### src/rtl/core/cdo_pkg.sv
// cdo_pkg: shared types, field widths, status and register codes and the
// calendar helper functions of the date offset block.
// No dependencies; every other file of the block refers to it by scoped names.
package cdo_pkg;

    localparam int DAY_W  = 5;
    localparam int MON_W  = 4;
    localparam int YEAR_W = 14;
    localparam int OFF_W  = 16;
    localparam int WD_W   = 3;
    localparam int ST_W   = 3;
    localparam int DOY_W  = 9;   // day of year, 0..365
    localparam int R_W    = 17;  // signed day count relative to 1 January
    localparam int CFG_AW = 3;
    localparam int CFG_DW = 32;

    localparam logic [ST_W-1:0] ST_OK        = 3'd0;
    localparam logic [ST_W-1:0] ST_BAD_DAY   = 3'd1;
    localparam logic [ST_W-1:0] ST_BAD_MONTH = 3'd2;
    localparam logic [ST_W-1:0] ST_BAD_YEAR  = 3'd3;
    localparam logic [ST_W-1:0] ST_SAT       = 3'd4;

    localparam logic REG_YEAR_MIN = 1'b0;
    localparam logic REG_YEAR_MAX = 1'b1;

    localparam logic [YEAR_W-1:0] YEAR_MIN_RST = 14'd1902;
    localparam logic [YEAR_W-1:0] YEAR_MAX_RST = 14'd2037;

    localparam logic [MON_W-1:0] MON_JAN = 4'd1;
    localparam logic [MON_W-1:0] MON_FEB = 4'd2;
    localparam logic [MON_W-1:0] MON_DEC = 4'd12;

    typedef enum logic [3:0] {
        S_IDLE,
        S_DIV,
        S_MOD,
        S_CHECK,
        S_JAN1,
        S_YEAR,
        S_MONTH,
        S_WDAY,
        S_FINISH
    } ctrl_state_t;

    typedef enum logic [3:0] {
        OP_NONE,
        OP_LOAD,
        OP_DIV,
        OP_MOD,
        OP_CHECK,
        OP_JAN1,
        OP_DEC,
        OP_INC,
        OP_SAT_LO,
        OP_SAT_HI,
        OP_YEAR_END,
        OP_MSTEP,
        OP_MONTH_END,
        OP_WDAY,
        OP_OUT
    } dp_op_t;

    typedef struct packed {
        dp_op_t op;
    } dp_cmd_t;

    typedef struct packed {
        logic bad;       // start date failed a check
        logic r_neg;     // day count lies before the current year
        logic r_ge_len;  // day count lies past the current year
        logic at_min;    // current year is the lowest allowed
        logic at_max;    // current year is the highest allowed
        logic m_more;    // day count lies past the current month
    } dp_stat_t;

    function automatic logic [DAY_W-1:0] days_in_month(input logic [MON_W-1:0] m,
                                                        input logic leap);
        logic [DAY_W-1:0] n;
        case (m)
            4'd2:                n = leap ? 5'd29 : 5'd28;
            4'd4, 4'd6, 4'd9, 4'd11: n = 5'd30;
            default:             n = 5'd31;
        endcase
        return n;
    endfunction

    // days from 1 January to the first of month m
    function automatic logic [DOY_W-1:0] cum_days(input logic [MON_W-1:0] m,
                                                   input logic leap);
        logic [DOY_W-1:0] n;
        case (m)
            4'd2:    n = 9'd31;
            4'd3:    n = 9'd59;
            4'd4:    n = 9'd90;
            4'd5:    n = 9'd120;
            4'd6:    n = 9'd151;
            4'd7:    n = 9'd181;
            4'd8:    n = 9'd212;
            4'd9:    n = 9'd243;
            4'd10:   n = 9'd273;
            4'd11:   n = 9'd304;
            4'd12:   n = 9'd334;
            default: n = 9'd0;
        endcase
        if (leap && (m > MON_FEB))
        begin
            n = n + 9'd1;
        end
        return n;
    endfunction

    function automatic logic [DOY_W-1:0] year_len(input logic leap);
        return leap ? 9'd366 : 9'd365;
    endfunction

    // x mod 7 for x below 512: quotient by reciprocal 293/2048
    function automatic logic [WD_W-1:0] mod7(input logic [8:0] x);
        logic [17:0] p;
        logic [6:0]  q;
        logic [9:0]  t;
        p = 18'(x) * 18'd293;
        q = p[17:11];
        t = 10'(x) - 10'(q) * 10'd7;
        return t[WD_W-1:0];
    endfunction

endpackage

### src/rtl/core/cdo_regs.sv
// cdo_regs: APB-style register file holding the valid year range.
// Depends on cdo_pkg for widths, register indexes and reset values.
module cdo_regs
(
    input  logic                         clk,
    input  logic                         rst_n,
    input  logic                         psel,
    input  logic                         penable,
    input  logic                         pwrite,
    input  logic [cdo_pkg::CFG_AW-1:0]   paddr,
    input  logic [cdo_pkg::CFG_DW-1:0]   pwdata,
    output logic [cdo_pkg::CFG_DW-1:0]   prdata,
    output logic                         pready,
    output logic [cdo_pkg::YEAR_W-1:0]   year_min,
    output logic [cdo_pkg::YEAR_W-1:0]   year_max
);

    logic [cdo_pkg::YEAR_W-1:0] year_min_reg;
    logic [cdo_pkg::YEAR_W-1:0] year_max_reg;
    logic                       wr_en;
    logic                       reg_sel;

    assign pready  = 1'b1;
    assign wr_en   = psel & penable & pwrite;
    assign reg_sel = paddr[2];

    always_ff @(posedge clk or negedge rst_n)
    begin
        if (!rst_n)
        begin
            year_min_reg <= cdo_pkg::YEAR_MIN_RST;
            year_max_reg <= cdo_pkg::YEAR_MAX_RST;
        end
        else if (wr_en)
        begin
            unique case (reg_sel)
                cdo_pkg::REG_YEAR_MIN: year_min_reg <= pwdata[cdo_pkg::YEAR_W-1:0];
                cdo_pkg::REG_YEAR_MAX: year_max_reg <= pwdata[cdo_pkg::YEAR_W-1:0];
                default:               year_min_reg <= year_min_reg;
            endcase
        end
    end

    always_comb
    begin
        unique case (reg_sel)
            cdo_pkg::REG_YEAR_MIN: prdata = cdo_pkg::CFG_DW'(year_min_reg);
            cdo_pkg::REG_YEAR_MAX: prdata = cdo_pkg::CFG_DW'(year_max_reg);
            default:               prdata = '0;
        endcase
    end

    assign year_min = year_min_reg;
    assign year_max = year_max_reg;

endmodule

### src/rtl/core/cdo_ctrl.sv
// cdo_ctrl: sequencer of the date offset block; issues one datapath command
// per cycle and owns the input ready and the result valid.
// Depends on cdo_pkg for the state, command and status types.
module cdo_ctrl
(
    input  logic              clk,
    input  logic              rst_n,
    input  logic              in_valid,
    output logic              in_ready,
    output logic              out_valid,
    input  logic              out_ready,
    input  cdo_pkg::dp_stat_t stat,
    output cdo_pkg::dp_cmd_t  cmd
);

    cdo_pkg::ctrl_state_t state_reg;
    cdo_pkg::ctrl_state_t state_next;
    logic                 out_valid_reg;
    logic                 out_valid_next;

    always_ff @(posedge clk or negedge rst_n)
    begin
        if (!rst_n)
        begin
            state_reg     <= cdo_pkg::S_IDLE;
            out_valid_reg <= 1'b0;
        end
        else
        begin
            state_reg     <= state_next;
            out_valid_reg <= out_valid_next;
        end
    end

    always_comb
    begin
        state_next = state_reg;
        cmd.op     = cdo_pkg::OP_NONE;
        in_ready   = 1'b0;

        unique case (state_reg)
            cdo_pkg::S_IDLE:
            begin
                in_ready = 1'b1;
                if (in_valid)
                begin
                    cmd.op     = cdo_pkg::OP_LOAD;
                    state_next = cdo_pkg::S_DIV;
                end
            end
            cdo_pkg::S_DIV:
            begin
                cmd.op     = cdo_pkg::OP_DIV;
                state_next = cdo_pkg::S_MOD;
            end
            cdo_pkg::S_MOD:
            begin
                cmd.op     = cdo_pkg::OP_MOD;
                state_next = cdo_pkg::S_CHECK;
            end
            cdo_pkg::S_CHECK:
            begin
                cmd.op     = cdo_pkg::OP_CHECK;
                state_next = stat.bad ? cdo_pkg::S_FINISH : cdo_pkg::S_JAN1;
            end
            cdo_pkg::S_JAN1:
            begin
                cmd.op     = cdo_pkg::OP_JAN1;
                state_next = cdo_pkg::S_YEAR;
            end
            cdo_pkg::S_YEAR:
            begin
                if (stat.r_neg)
                begin
                    cmd.op = stat.at_min ? cdo_pkg::OP_SAT_LO : cdo_pkg::OP_DEC;
                end
                else if (stat.r_ge_len)
                begin
                    cmd.op = stat.at_max ? cdo_pkg::OP_SAT_HI : cdo_pkg::OP_INC;
                end
                else
                begin
                    cmd.op     = cdo_pkg::OP_YEAR_END;
                    state_next = cdo_pkg::S_MONTH;
                end
            end
            cdo_pkg::S_MONTH:
            begin
                if (stat.m_more)
                begin
                    cmd.op = cdo_pkg::OP_MSTEP;
                end
                else
                begin
                    cmd.op     = cdo_pkg::OP_MONTH_END;
                    state_next = cdo_pkg::S_WDAY;
                end
            end
            cdo_pkg::S_WDAY:
            begin
                cmd.op     = cdo_pkg::OP_WDAY;
                state_next = cdo_pkg::S_FINISH;
            end
            cdo_pkg::S_FINISH:
            begin
                // hold the finished item until the output slot frees up
                if (!out_valid_reg || out_ready)
                begin
                    cmd.op     = cdo_pkg::OP_OUT;
                    state_next = cdo_pkg::S_IDLE;
                end
            end
            default:
            begin
                state_next = cdo_pkg::S_IDLE;
            end
        endcase
    end

    always_comb
    begin
        out_valid_next = out_valid_reg;
        if (out_valid_reg && out_ready)
        begin
            out_valid_next = 1'b0;
        end
        if (cmd.op == cdo_pkg::OP_OUT)
        begin
            out_valid_next = 1'b1;
        end
    end

    assign out_valid = out_valid_reg;

endmodule

### src/rtl/core/cdo_dpath.sv
// cdo_dpath: datapath of the date offset block: start date checks, year and
// month walk with leap tracking, weekday unit and the result register.
// Depends on cdo_pkg; driven by cdo_ctrl through dp_cmd_t / dp_stat_t.
module cdo_dpath
(
    input  logic                          clk,
    input  logic                          rst_n,
    input  cdo_pkg::dp_cmd_t              cmd,
    output cdo_pkg::dp_stat_t             stat,
    input  logic [cdo_pkg::YEAR_W-1:0]    year_min,
    input  logic [cdo_pkg::YEAR_W-1:0]    year_max,
    input  logic [cdo_pkg::DAY_W-1:0]     start_day,
    input  logic [cdo_pkg::MON_W-1:0]     start_month,
    input  logic [cdo_pkg::YEAR_W-1:0]    start_year,
    input  logic signed [cdo_pkg::OFF_W-1:0] day_offset,
    output logic [cdo_pkg::DAY_W-1:0]     result_day,
    output logic [cdo_pkg::MON_W-1:0]     result_month,
    output logic [cdo_pkg::YEAR_W-1:0]    result_year,
    output logic [cdo_pkg::WD_W-1:0]      weekday,
    output logic [cdo_pkg::ST_W-1:0]      status
);

    logic [cdo_pkg::DAY_W-1:0]        day_reg;
    logic [cdo_pkg::MON_W-1:0]        month_reg;
    logic [cdo_pkg::YEAR_W-1:0]       year_reg;
    logic signed [cdo_pkg::OFF_W-1:0] off_reg;
    logic [7:0]                       q100_reg;
    logic [6:0]                       r100_reg;
    logic [8:0]                       r400_reg;
    logic signed [cdo_pkg::R_W-1:0]   r_reg;
    logic [8:0]                       sum_reg;
    logic [cdo_pkg::WD_W-1:0]         wd_reg;
    logic [cdo_pkg::ST_W-1:0]         status_reg;

    logic [cdo_pkg::DAY_W-1:0]        res_day_reg;
    logic [cdo_pkg::MON_W-1:0]        res_month_reg;
    logic [cdo_pkg::YEAR_W-1:0]       res_year_reg;
    logic [cdo_pkg::WD_W-1:0]         res_wd_reg;
    logic [cdo_pkg::ST_W-1:0]         res_status_reg;

    logic [26:0]                      q_prod;
    logic                             leap_cur;
    logic                             leap_prev;
    logic [6:0]                       r100_prev;
    logic [8:0]                       r400_prev;
    logic [6:0]                       r100_succ;
    logic [8:0]                       r400_succ;
    logic [1:0]                       y_lo_prev;
    logic [cdo_pkg::DOY_W-1:0]        len_cur;
    logic [cdo_pkg::DOY_W-1:0]        len_prev;
    logic [cdo_pkg::DAY_W-1:0]        dim_cur;
    logic [cdo_pkg::ST_W-1:0]         check_code;
    logic [cdo_pkg::DOY_W-1:0]        doy;
    logic signed [cdo_pkg::R_W-1:0]   r_start;
    logic [2:0]                       c100;
    logic [9:0]                       t4;
    logic [9:0]                       x_jan1;
    logic [cdo_pkg::WD_W-1:0]         wd_mod;
    logic [3:0]                       wd_up;
    logic [3:0]                       wd_down;
    logic [1:0]                       step_up;
    logic [1:0]                       step_down;

    assign q_prod = 27'(year_reg) * 27'd5243;

    // leap rule from the year's residues mod 4, 100 and 400
    assign leap_cur  = (year_reg[1:0] == 2'd0) && ((r400_reg == 9'd0) || (r100_reg != 7'd0));
    assign r100_prev = (r100_reg == 7'd0) ? 7'd99 : r100_reg - 7'd1;
    assign r400_prev = (r400_reg == 9'd0) ? 9'd399 : r400_reg - 9'd1;
    assign r100_succ = (r100_reg == 7'd99) ? 7'd0 : r100_reg + 7'd1;
    assign r400_succ = (r400_reg == 9'd399) ? 9'd0 : r400_reg + 9'd1;
    assign y_lo_prev = year_reg[1:0] - 2'd1;
    assign leap_prev = (y_lo_prev == 2'd0) && ((r400_prev == 9'd0) || (r100_prev != 7'd0));

    assign len_cur  = cdo_pkg::year_len(leap_cur);
    assign len_prev = cdo_pkg::year_len(leap_prev);
    assign dim_cur  = cdo_pkg::days_in_month(month_reg, leap_cur);

    always_comb
    begin
        if ((year_reg < year_min) || (year_reg > year_max))
        begin
            check_code = cdo_pkg::ST_BAD_YEAR;
        end
        else if ((month_reg < cdo_pkg::MON_JAN) || (month_reg > cdo_pkg::MON_DEC))
        begin
            check_code = cdo_pkg::ST_BAD_MONTH;
        end
        else if ((day_reg == 5'd0) || (day_reg > dim_cur))
        begin
            check_code = cdo_pkg::ST_BAD_DAY;
        end
        else
        begin
            check_code = cdo_pkg::ST_OK;
        end
    end

    assign doy     = cdo_pkg::cum_days(month_reg, leap_cur) + 9'(day_reg) - 9'd1;
    assign r_start = $signed({8'd0, doy}) + $signed({off_reg[cdo_pkg::OFF_W-1], off_reg});

    // weekday of 1 January repeats every 400 years, so work from y mod 400
    always_comb
    begin
        if (r400_reg == 9'd0)
        begin
            c100 = 3'd0;
        end
        else if (r400_reg <= 9'd100)
        begin
            c100 = 3'd1;
        end
        else if (r400_reg <= 9'd200)
        begin
            c100 = 3'd2;
        end
        else if (r400_reg <= 9'd300)
        begin
            c100 = 3'd3;
        end
        else
        begin
            c100 = 3'd4;
        end
    end

    assign t4     = (10'(r400_reg) + 10'd3) >> 2;
    assign x_jan1 = 10'(r400_reg) + t4 - 10'(c100) + 10'(r400_reg != 9'd0) + 10'd5;

    assign wd_mod    = cdo_pkg::mod7(sum_reg);
    assign step_up   = leap_cur ? 2'd2 : 2'd1;
    assign step_down = leap_prev ? 2'd2 : 2'd1;
    assign wd_up     = (4'(wd_reg) + 4'(step_up) >= 4'd7) ? 4'(wd_reg) + 4'(step_up) - 4'd7
                                                           : 4'(wd_reg) + 4'(step_up);
    assign wd_down   = (4'(wd_reg) >= 4'(step_down)) ? 4'(wd_reg) - 4'(step_down)
                                                      : 4'(wd_reg) + 4'd7 - 4'(step_down);

    assign stat.bad      = (check_code != cdo_pkg::ST_OK);
    assign stat.r_neg    = r_reg[cdo_pkg::R_W-1];
    assign stat.r_ge_len = !r_reg[cdo_pkg::R_W-1] && (r_reg[15:0] >= 16'(len_cur));
    assign stat.at_min   = (year_reg == year_min);
    assign stat.at_max   = (year_reg == year_max);
    assign stat.m_more   = (month_reg < cdo_pkg::MON_DEC) && (r_reg[15:0] >= 16'(dim_cur));

    always_ff @(posedge clk)
    begin
        case (cmd.op)
            cdo_pkg::OP_LOAD:
            begin
                day_reg   <= start_day;
                month_reg <= start_month;
                year_reg  <= start_year;
                off_reg   <= day_offset;
            end
            cdo_pkg::OP_DIV:
            begin
                q100_reg <= q_prod[26:19];
            end
            cdo_pkg::OP_MOD:
            begin
                r100_reg <= 7'(year_reg - 14'(q100_reg) * 14'd100);
                r400_reg <= 9'(year_reg - 14'(q100_reg[7:2]) * 14'd400);
            end
            cdo_pkg::OP_CHECK:
            begin
                status_reg <= check_code;
                r_reg      <= r_start;
                sum_reg    <= x_jan1[8:0];
                wd_reg     <= '0;
            end
            cdo_pkg::OP_JAN1:
            begin
                wd_reg <= wd_mod;
            end
            cdo_pkg::OP_DEC:
            begin
                year_reg <= year_reg - 14'd1;
                r100_reg <= r100_prev;
                r400_reg <= r400_prev;
                r_reg    <= r_reg + $signed(17'(len_prev));
                wd_reg   <= wd_down[cdo_pkg::WD_W-1:0];
            end
            cdo_pkg::OP_INC:
            begin
                year_reg <= year_reg + 14'd1;
                r100_reg <= r100_succ;
                r400_reg <= r400_succ;
                r_reg    <= r_reg - $signed(17'(len_cur));
                wd_reg   <= wd_up[cdo_pkg::WD_W-1:0];
            end
            cdo_pkg::OP_SAT_LO:
            begin
                r_reg      <= '0;
                status_reg <= cdo_pkg::ST_SAT;
            end
            cdo_pkg::OP_SAT_HI:
            begin
                r_reg      <= $signed(17'(len_cur - 9'd1));
                status_reg <= cdo_pkg::ST_SAT;
            end
            cdo_pkg::OP_YEAR_END:
            begin
                sum_reg   <= 9'(wd_reg) + r_reg[8:0];
                month_reg <= cdo_pkg::MON_JAN;
            end
            cdo_pkg::OP_MSTEP:
            begin
                r_reg     <= r_reg - $signed(17'(dim_cur));
                month_reg <= month_reg + 4'd1;
            end
            cdo_pkg::OP_MONTH_END:
            begin
                day_reg <= r_reg[cdo_pkg::DAY_W-1:0] + 5'd1;
            end
            cdo_pkg::OP_WDAY:
            begin
                wd_reg <= wd_mod;
            end
            cdo_pkg::OP_OUT:
            begin
                res_day_reg    <= day_reg;
                res_month_reg  <= month_reg;
                res_year_reg   <= year_reg;
                res_wd_reg     <= wd_reg;
                res_status_reg <= status_reg;
            end
            default:
            begin
                wd_reg <= wd_reg;
            end
        endcase
    end

    assign result_day   = res_day_reg;
    assign result_month = res_month_reg;
    assign result_year  = res_year_reg;
    assign weekday      = res_wd_reg;
    assign status       = res_status_reg;

`ifndef SYNTH
    a_walk_in_range: assert property (@(posedge clk) disable iff (!rst_n)
        (cmd.op == cdo_pkg::OP_INC || cmd.op == cdo_pkg::OP_DEC)
        |=> (year_reg >= year_min && year_reg <= year_max))
        else $error("year walk left the configured range");

    a_residue_track: assert property (@(posedge clk) disable iff (!rst_n)
        (cmd.op == cdo_pkg::OP_INC || cmd.op == cdo_pkg::OP_DEC)
        |=> (r100_reg < 7'd100 && r400_reg < 9'd400
             && r100_reg[1:0] == year_reg[1:0] && r400_reg[1:0] == year_reg[1:0]))
        else $error("year residues out of step with the year");

    a_sat_lands: assert property (@(posedge clk) disable iff (!rst_n)
        (cmd.op == cdo_pkg::OP_SAT_LO || cmd.op == cdo_pkg::OP_SAT_HI)
        |=> (!stat.r_neg && !stat.r_ge_len && status_reg == cdo_pkg::ST_SAT))
        else $error("saturation did not land inside the year");

    a_month_end: assert property (@(posedge clk) disable iff (!rst_n)
        (cmd.op == cdo_pkg::OP_MONTH_END)
        |-> (month_reg >= cdo_pkg::MON_JAN && month_reg <= cdo_pkg::MON_DEC
             && r_reg[cdo_pkg::R_W-1:5] == 12'd0 && r_reg[4:0] != 5'd31))
        else $error("month walk ended outside a month");

    a_weekday: assert property (@(posedge clk) disable iff (!rst_n)
        (cmd.op == cdo_pkg::OP_JAN1 || cmd.op == cdo_pkg::OP_WDAY)
        |=> (wd_reg != 3'd7))
        else $error("weekday reduction out of range");
`endif

endmodule

### src/rtl/core/calendar_date_offset.sv
// calendar_date_offset: top level of the Gregorian date offset block.
// Depends on cdo_pkg, cdo_regs, cdo_ctrl and cdo_dpath.
//
// Adds a signed day offset to a Gregorian date and returns the new date, its
// weekday (Monday is 0) and a status. One item is worked at a time: after the
// input transfer the block runs the start-date checks in S_DIV, S_MOD and
// S_CHECK (a reciprocal multiply gives the year's residues mod 100 and 400),
// finds the weekday of 1 January, then walks the result one calendar year per
// cycle and then one month per cycle, reduces the weekday and loads the
// output register. The year walk, which crosses 0 to about 90 year
// boundaries for a 16-bit offset, is the dominant part of the work; a result
// that saturates passes through a clamp step in the year walk. A start date
// that fails a check goes from the checks straight to the output register,
// skipping the year and month walks and the weekday reduction. A new
// item is taken as soon as the previous one sits in the output register,
// even while that result still waits for m_tready. An invalid start date
// is echoed with weekday 0 and its status code; a result outside the
// configured year range saturates to 1 January of year_min or 31 December of
// year_max with status 4. Program year_min and year_max only while idle.
module calendar_date_offset
(
    input  logic        clk,
    input  logic        rst_n,
    // input stream
    input  logic        s_tvalid,
    output logic        s_tready,
    input  logic [39:0] s_tdata,   // start_day[4:0], start_month[8:5],
                                   // start_year[22:9], day_offset[38:23], zero[39]
    // result stream
    output logic        m_tvalid,
    input  logic        m_tready,
    output logic [31:0] m_tdata,   // result_day[4:0], result_month[8:5],
                                   // result_year[22:9], weekday[25:23], zero[31:26]
    output logic [2:0]  m_tuser,   // status[2:0]
    // configuration
    input  logic        psel,
    input  logic        penable,
    input  logic        pwrite,
    input  logic [2:0]  paddr,
    input  logic [31:0] pwdata,
    output logic [31:0] prdata,
    output logic        pready
);

    logic [cdo_pkg::YEAR_W-1:0]        year_min;
    logic [cdo_pkg::YEAR_W-1:0]        year_max;
    cdo_pkg::dp_cmd_t                  cmd;
    cdo_pkg::dp_stat_t                 stat;

    logic [cdo_pkg::DAY_W-1:0]         start_day;
    logic [cdo_pkg::MON_W-1:0]         start_month;
    logic [cdo_pkg::YEAR_W-1:0]        start_year;
    logic signed [cdo_pkg::OFF_W-1:0]  day_offset;

    logic [cdo_pkg::DAY_W-1:0]         result_day;
    logic [cdo_pkg::MON_W-1:0]         result_month;
    logic [cdo_pkg::YEAR_W-1:0]        result_year;
    logic [cdo_pkg::WD_W-1:0]          weekday;
    logic [cdo_pkg::ST_W-1:0]          status;

    // unpack the input transfer
    assign start_day   = s_tdata[4:0];
    assign start_month = s_tdata[8:5];
    assign start_year  = s_tdata[22:9];
    assign day_offset  = $signed(s_tdata[38:23]);

    cdo_regs u_regs
    (
        .clk      (clk),
        .rst_n    (rst_n),
        .psel     (psel),
        .penable  (penable),
        .pwrite   (pwrite),
        .paddr    (paddr),
        .pwdata   (pwdata),
        .prdata   (prdata),
        .pready   (pready),
        .year_min (year_min),
        .year_max (year_max)
    );

    cdo_ctrl u_ctrl
    (
        .clk       (clk),
        .rst_n     (rst_n),
        .in_valid  (s_tvalid),
        .in_ready  (s_tready),
        .out_valid (m_tvalid),
        .out_ready (m_tready),
        .stat      (stat),
        .cmd       (cmd)
    );

    cdo_dpath u_dpath
    (
        .clk          (clk),
        .rst_n        (rst_n),
        .cmd          (cmd),
        .stat         (stat),
        .year_min     (year_min),
        .year_max     (year_max),
        .start_day    (start_day),
        .start_month  (start_month),
        .start_year   (start_year),
        .day_offset   (day_offset),
        .result_day   (result_day),
        .result_month (result_month),
        .result_year  (result_year),
        .weekday      (weekday),
        .status       (status)
    );

    // pack the result transfer, zero-fill the top six bits
    assign m_tdata = {6'd0, weekday, result_year, result_month, result_day};
    assign m_tuser = status;

endmodule
### config.mk
export PLATFORM = sky130hd
export DESIGN_NAME = calendar_date_offset
export DESIGN_NICKNAME = d
export VERILOG_FILES = /design/src/rtl/core/cdo_pkg.sv /design/src/rtl/core/cdo_regs.sv /design/src/rtl/core/cdo_ctrl.sv /design/src/rtl/core/cdo_dpath.sv /design/src/rtl/core/calendar_date_offset.sv
export SDC_FILE = /design/constraint.sdc
export NUM_CORES = 1
export LEC_CHECK = 0
export BUFFER_PORTS_ARGS = -buffer_cell sky130_fd_sc_hd__buf_2
export CORE_MARGIN = 4
export CORE_UTILIZATION = 63
export CTS_BUF_LIST = sky130_fd_sc_hd__clkbuf_4
export DETAILED_ROUTE_END_ITERATION = 16
export PLACE_DENSITY_LB_ADDON = 0.2
export SYNTH_ARGS = -nofsm -noshare
export SYNTH_HDL_FRONTEND = slang
export SYNTH_SLANG_ARGS = --single-unit
### constraint.sdc
create_clock -name clk -period 7.85 [get_ports clk]
set_input_delay 0.785 -clock clk [delete_from_list [all_inputs] [get_ports clk]]
set_output_delay 0.785 -clock clk [all_outputs]
set_load 0.01 [all_outputs]
## After elaboration in Yosys (flattened, before gate mapping)

Memory sizes are Yosys's and may differ from the RTL's. A register that Yosys moved wholly into a read port is not among the register bits.
Cells that the tools add are included.

- Logic and storage cells: 199
- Memories kept: 1
- Register bits: 157
- Bits in read-only memories: 144
- Output and inout bits: 70

- Multiplexer cells: 49
- Equal/unequal tests: 36
- $mul: 5
- Bitwise gates (word level): 3
- Reduce and logical (&&, ||, !) cells: 40
- Order comparisons: 14
- Add/subtract/negate cells: 31

Memory list:

| memory | depth | width | rd ports | clocked after Yosys merged registers in | wr ports | RTL line | source |
|---|---|---|---|---|---|---|---|
| (no name shown) | 16 | 9 | 1 | 1 | 0 | cdo_pkg.sv:91 | `case (m)` |

Operators with widths:

| kind | count |
|---|---|
| $pmux W17 S6 | 1 |
| $pmux W4 S9 | 2 |
| $pmux W32 S2 | 1 |
| $mux W4 | 12 |
| $pmux W14 S3 | 1 |
| $eq A4 B3 Y1 const B | 10 |
| $eq A4 B4 Y1 const B | 10 |
| $eq A14 B14 Y1 | 2 |
| $mul A14 B13 Y27 const B | 1 |
| $mux W3 | 9 |
| $mux W9 | 3 |
| $pmux W9 S3 | 1 |
| $pmux W7 S3 | 1 |
| $eq A4 B2 Y1 const B | 5 |
| $pmux W5 S2 | 2 |
| $add A9 B1 Y9 const B | 2 |
| $logic_not A9 Y1 | 2 |
| $mul A9 B9 Y18 const B | 1 |
| $pmux W9 S2 | 1 |
| $sub A9 B1 Y9 const B | 2 |
| $add A10 B16 Y17 | 1 |
| $add A17 B10 Y17 | 1 |
| $sub A17 B10 Y17 | 1 |
| $sub A17 B6 Y17 | 1 |
| other kinds (69) | 105 |

## Logic depth before layout (Yosys ltp)

- Depth in word-level cells: 13
- Mapped depth: 28
- Mapped depth without buffers: 28

## Modules after synthesis

From an unflattened synthesis, not the netlist that was laid out.

- Cell total of the unflattened synthesis: 1709
- Area, all modules: 16883.7 um^2

By module, submodules not included:

| module | area each (um^2) | cells an instance | sequential area each (um^2) | times used |
|---|---|---|---|---|
| cdo_dpath | 14926.8 | 1554 | 3873.7 | 1 |
| cdo_regs | 1466.4 | 97 | 721.9 | 1 |
| cdo_ctrl | 441.7 | 51 | 125.1 | 1 |
| calendar_date_offset | 48.8 | 7 | 0.0 | 1 |

## Worst setup path after synthesis

No wires, ideal clock.

- Path type: register to register
- From: register u_dpath.r400_reg[4]
- To: register u_dpath.r_reg[16] (netlist name), data pin
- Slack: 1.655 ns
- Buffers on the path: 1
- Stages on the path, launching flop included: 29
- Data required time: 7.575 ns
- Data arrival time: 5.920 ns
- Cells stage by stage: edfxtp_1 > clkbuf_1 > nor4_2 > nand4b_1 > a21bo_2 > o21ai_0 > nand2_1 > o21ai_0 > ha_1 > nand2b_1 > a21oi_1 > o311a_2 > nor3_1 > a211o_1 > a21oi_1 > inv_1 > o21ai_0 > ha_1 > inv_1 > fa_1 > a21o_1 > a211oi_1 > o21ai_0 > a211oi_1 > o21bai_1 > a21oi_1 > o21ai_0 > xnor2_1 > o21ai_0

- Cells in the longest elaborated chain, start to end: 11

RTL lines:

| item | RTL line | source |
|---|---|---|
| start, declared | cdo_dpath.sv:29 | `logic [8:0] r400_reg;` |
| start signal, assigned | cdo_dpath.sv:162 | `r400_reg <= 9'(year_reg - 14'(q100_reg[7:2]) * 14'd400);` |
| start signal, assigned | cdo_dpath.sv:179 | `r400_reg <= r400_prev;` |
| start signal, assigned | cdo_dpath.sv:187 | `r400_reg <= r400_succ;` |
| branches (longest 10 deep; another with $add A10 B16 Y17) | n/a |  |
| $pmux W17 S6 (*) | cdo_dpath.sv:147 | `case (cmd.op)` |
| end signal, assigned | cdo_dpath.sv:167 | `r_reg <= r_start;` |
| end signal, assigned | cdo_dpath.sv:180 | `r_reg <= r_reg + $signed(17'(len_prev));` |
| end signal, assigned | cdo_dpath.sv:188 | `r_reg <= r_reg - $signed(17'(len_cur));` |
| end, declared | cdo_dpath.sv:30 | `logic signed [cdo_pkg::R_W-1:0] r_reg;` |

Every way passes the cells marked *.
A chain may end at the register's enable or synchronous reset.

## Worst setup path after layout

Same ends and word-level chain as after synthesis.

==> impl_metrics.json <==
{
  "status": "finished, final reports clean",
  "maxCapViolCount": 0,
  "cts.htree.levels": 4,
  "syn_to_final_growth_pct": 6.68,
  "cts_num_sinks": 165,
  "rsz0062_at_grt": "false",
  "drtPass1Iterations": 6,
  "end_kind": "flop",
  "synth_ff_type": "edfxtp_1",
  "gp_congestion": 0.884,
  "cts_setup_buffers": 0,
  "synth_warnings": 0,
  "worstSetupPathType": "flop to flop",
  "cts_buffers": 17,
  "grt.overflow.total": 0,
  "drive_gt1_frac": 0.125,
  "cts_tree": "built",
  "clock_path_buffers": 2,
  "layout_common_cells": "274 x ha_1, 261 x inv_1, 123 x edfxtp_1, 113 x nand2_1, 105 x buf_2",
  "ys_ff_latch": 165,
  "grt_pass1_vias": 12500,
  "ys_types": 77,
  "largest_reg_flops": 17,
  "initial_core_util": 0.638,
  "syn_avg_cell_area_um2": 9.80,
  "multi_input_comb_area_um2": 10600,
  "root_buffer": "clkbuf_4",
  "startpoint_type": "flop",
  "cp_common_cell": "o21ai_0",
  "tns_ns": 0,
  "cp_data_arrival_time_ns": 7.43,
  "worst_pin_slew_ns": 1.29,
  "port_buffers": 105,
  "syn-instance-count": 1688,
  "critPathSlowestCell": "a2111oi_0",
  "final_nets": 2224,
  "cp.buffers_inverters": 3,
  "netlist_area_um2": 16500,
  "final-max-slew-violation-count": 0,
  "fillers": 2043,
  "stdcell_area_um2": 17600,
  "drt-vias-per-instance": 5.76,
  "antenna_found_initial": 2,
  "grt_pass1_wl_mm": 60.5,
  "antenna_left": 0,
  "dp_hpwl_mm": 29.3,
  "wl_per_cell_um": 17.0,
  "synth_top_area_cell": "edfxtp_1",
  "layout_setup_ws_ns": 0.786,
  "skew_ns": 0.0349,
  "grt_max_degree": 34,
  "finalHoldViolCount": 0,
  "post_cts_resized": 0,
  "die_area_um2": 28900,
  "routed_wl_mm": 36.4,
  "critPathMaxStageDelay_ns": 0.67,
  "clk_pin_slew_worst_paths_ns": 0.17,
  "drtIter0Drc": 825,
  "required_ns": 8.21,
  "clk_latency_ns": 0.60,
  "dpl_cell_area_um2": 17300,
  "crit_fanout": 10,
  "hold_buffers": 0,
  "pre_cts_slack_ns": 0.850,
  "fin_crit_sh": 0.900,
  "yosys-top-cells-area": "edfxtp_1 22%, ha_1 21%, fa_1 10%, inv_1 5.9%, xnor2_1 4.7%",
  "ys_seq_area_frac": 0.285,
  "synth_edf_count": 123,
  "rows": 59,
  "synth_top_area_share": 0.223,
  "dieWidth_um": 170,
  "timing.slew.headroom": 0.130,
  "track_usage": 0.259,
  "final_common_cell": "ha_1",
  "register_area_um2": 4720,
  "finalSetupViolCount": 0,
  "die_h_um": 170,
  "ys_async_sr_fraction": 0.200,
  "via_count": 12300,
  "core_um2": 25900,
  "crit_family": "compound AO/OA/AOI/OAI gates",
  "min-delay-path-class": "input port to asynchronous set/reset pin",
  "post-route-drc-count": 0,
  "max_freq_mhz": 142,
  "ioPinCount": 152,
  "layout_min_cycle_time_ns": 7.06
}
Yosys cell counts, types with 4 or more instances:
cell      number
nor3_1        20
inv_1        261
and3_1         8
dfxtp_1        9
a211oi_1      10
o22ai_1       13
dfstp_2       17
o21bai_1      14
mux2i_1        6
nor2b_1       17
or2_2          6
nand2b_1      15
nand3_1       35
o21ai_0       82
fa_1          83
and2_1         4
o221ai_1      17
nand4_1       20
o21a_1         6
a21o_1        37
o211ai_1       6
xnor2_1       88
nor4_1         8
nand2_1      113
buf_2          7
clkbuf_1      29
a21oi_1       79
edfxtp_1     123
nor2_1        73
xor2_1        54
ha_1         274
mux2_2        35
buf_4         25
a31oi_1        8
dfrtp_1       16
routing by layer:
layer	GRT usage	vias up	wire [um]
met5	0	-	13
met4	0.0788	2	791
met3	0.0416	67	2040
met2	0.429	349	17300
met1	0.352	5875	16200
li1	-	5994	-
metrics by stage:
step	std cells	hold WS, ns	util
2_1_floorplan	1711	0.400	-
3_3_place_gp	2101	0.444	0.669
3_5_place_dp	2101	0.424	0.669
4_1_cts	2133	0.184	0.681
5_1_grt	2134	0.210	0.681
6_report	2134	0.204	0.681
cell families (layout without fill, tap and decap cells):
kind of cell | after synthesis | after routing | share of synthesized area
adders and majority gates | 357 | 357 | 0.308
and+or+nand+nor | 341 | 341 | 0.101
buffers and inverters | 326 | 413 | 0.0806
AOI/OAI and AO/OA | 314 | 314 | 0.123
DFF | 165 | 165 | 0.285
xor gates and xnor gates | 142 | 142 | 0.0752
muxes | 41 | 41 | 0.0275
other | 2 | 26 | 0.000454
final cells by class:
| cell class | instances | area share |
|---|---|---|
| inverter | 263 | 0.0559 |
| sequential | 165 | 0.267 |
| tap | 335 | 0.0238 |
| clock inverter | 14 | 0.00929 |
| multi-input combinational | 1220 | 0.600 |
| antenna | 1 | 0.000142 |
| clock buffer | 18 | 0.00766 |
| timing repair buffer | 118 | 0.0353 |
path summary, 6_finish.rpt:
| path | startpoint | to | slack [ns] | cells after the start |
|---|---|---|---|---|
| max | u_dpath.r400_reg[4] | u_dpath.r_reg[16] | 0.79 | 25 |
| min | rst_n | u_regs.year_max[11] | 0.20 | 1 |
| max reg2reg | u_dpath.r400_reg[4] | u_dpath.r_reg[16] | 0.79 | 25 |
| min reg2reg | u_dpath.status_reg[0] | u_dpath.status[0] | 0.46 | 0 |
| max in group asynchronous | rst_n | u_ctrl.state_reg[1] | 7.17 | 1 |
| min in group clk | s_tdata[31] | u_dpath.off_reg[8] | 0.36 | 1 |
Power is left out: the tool's default activity adds up to more than one toggle a clock period on the data nets, which glitch-free logic cannot reach.
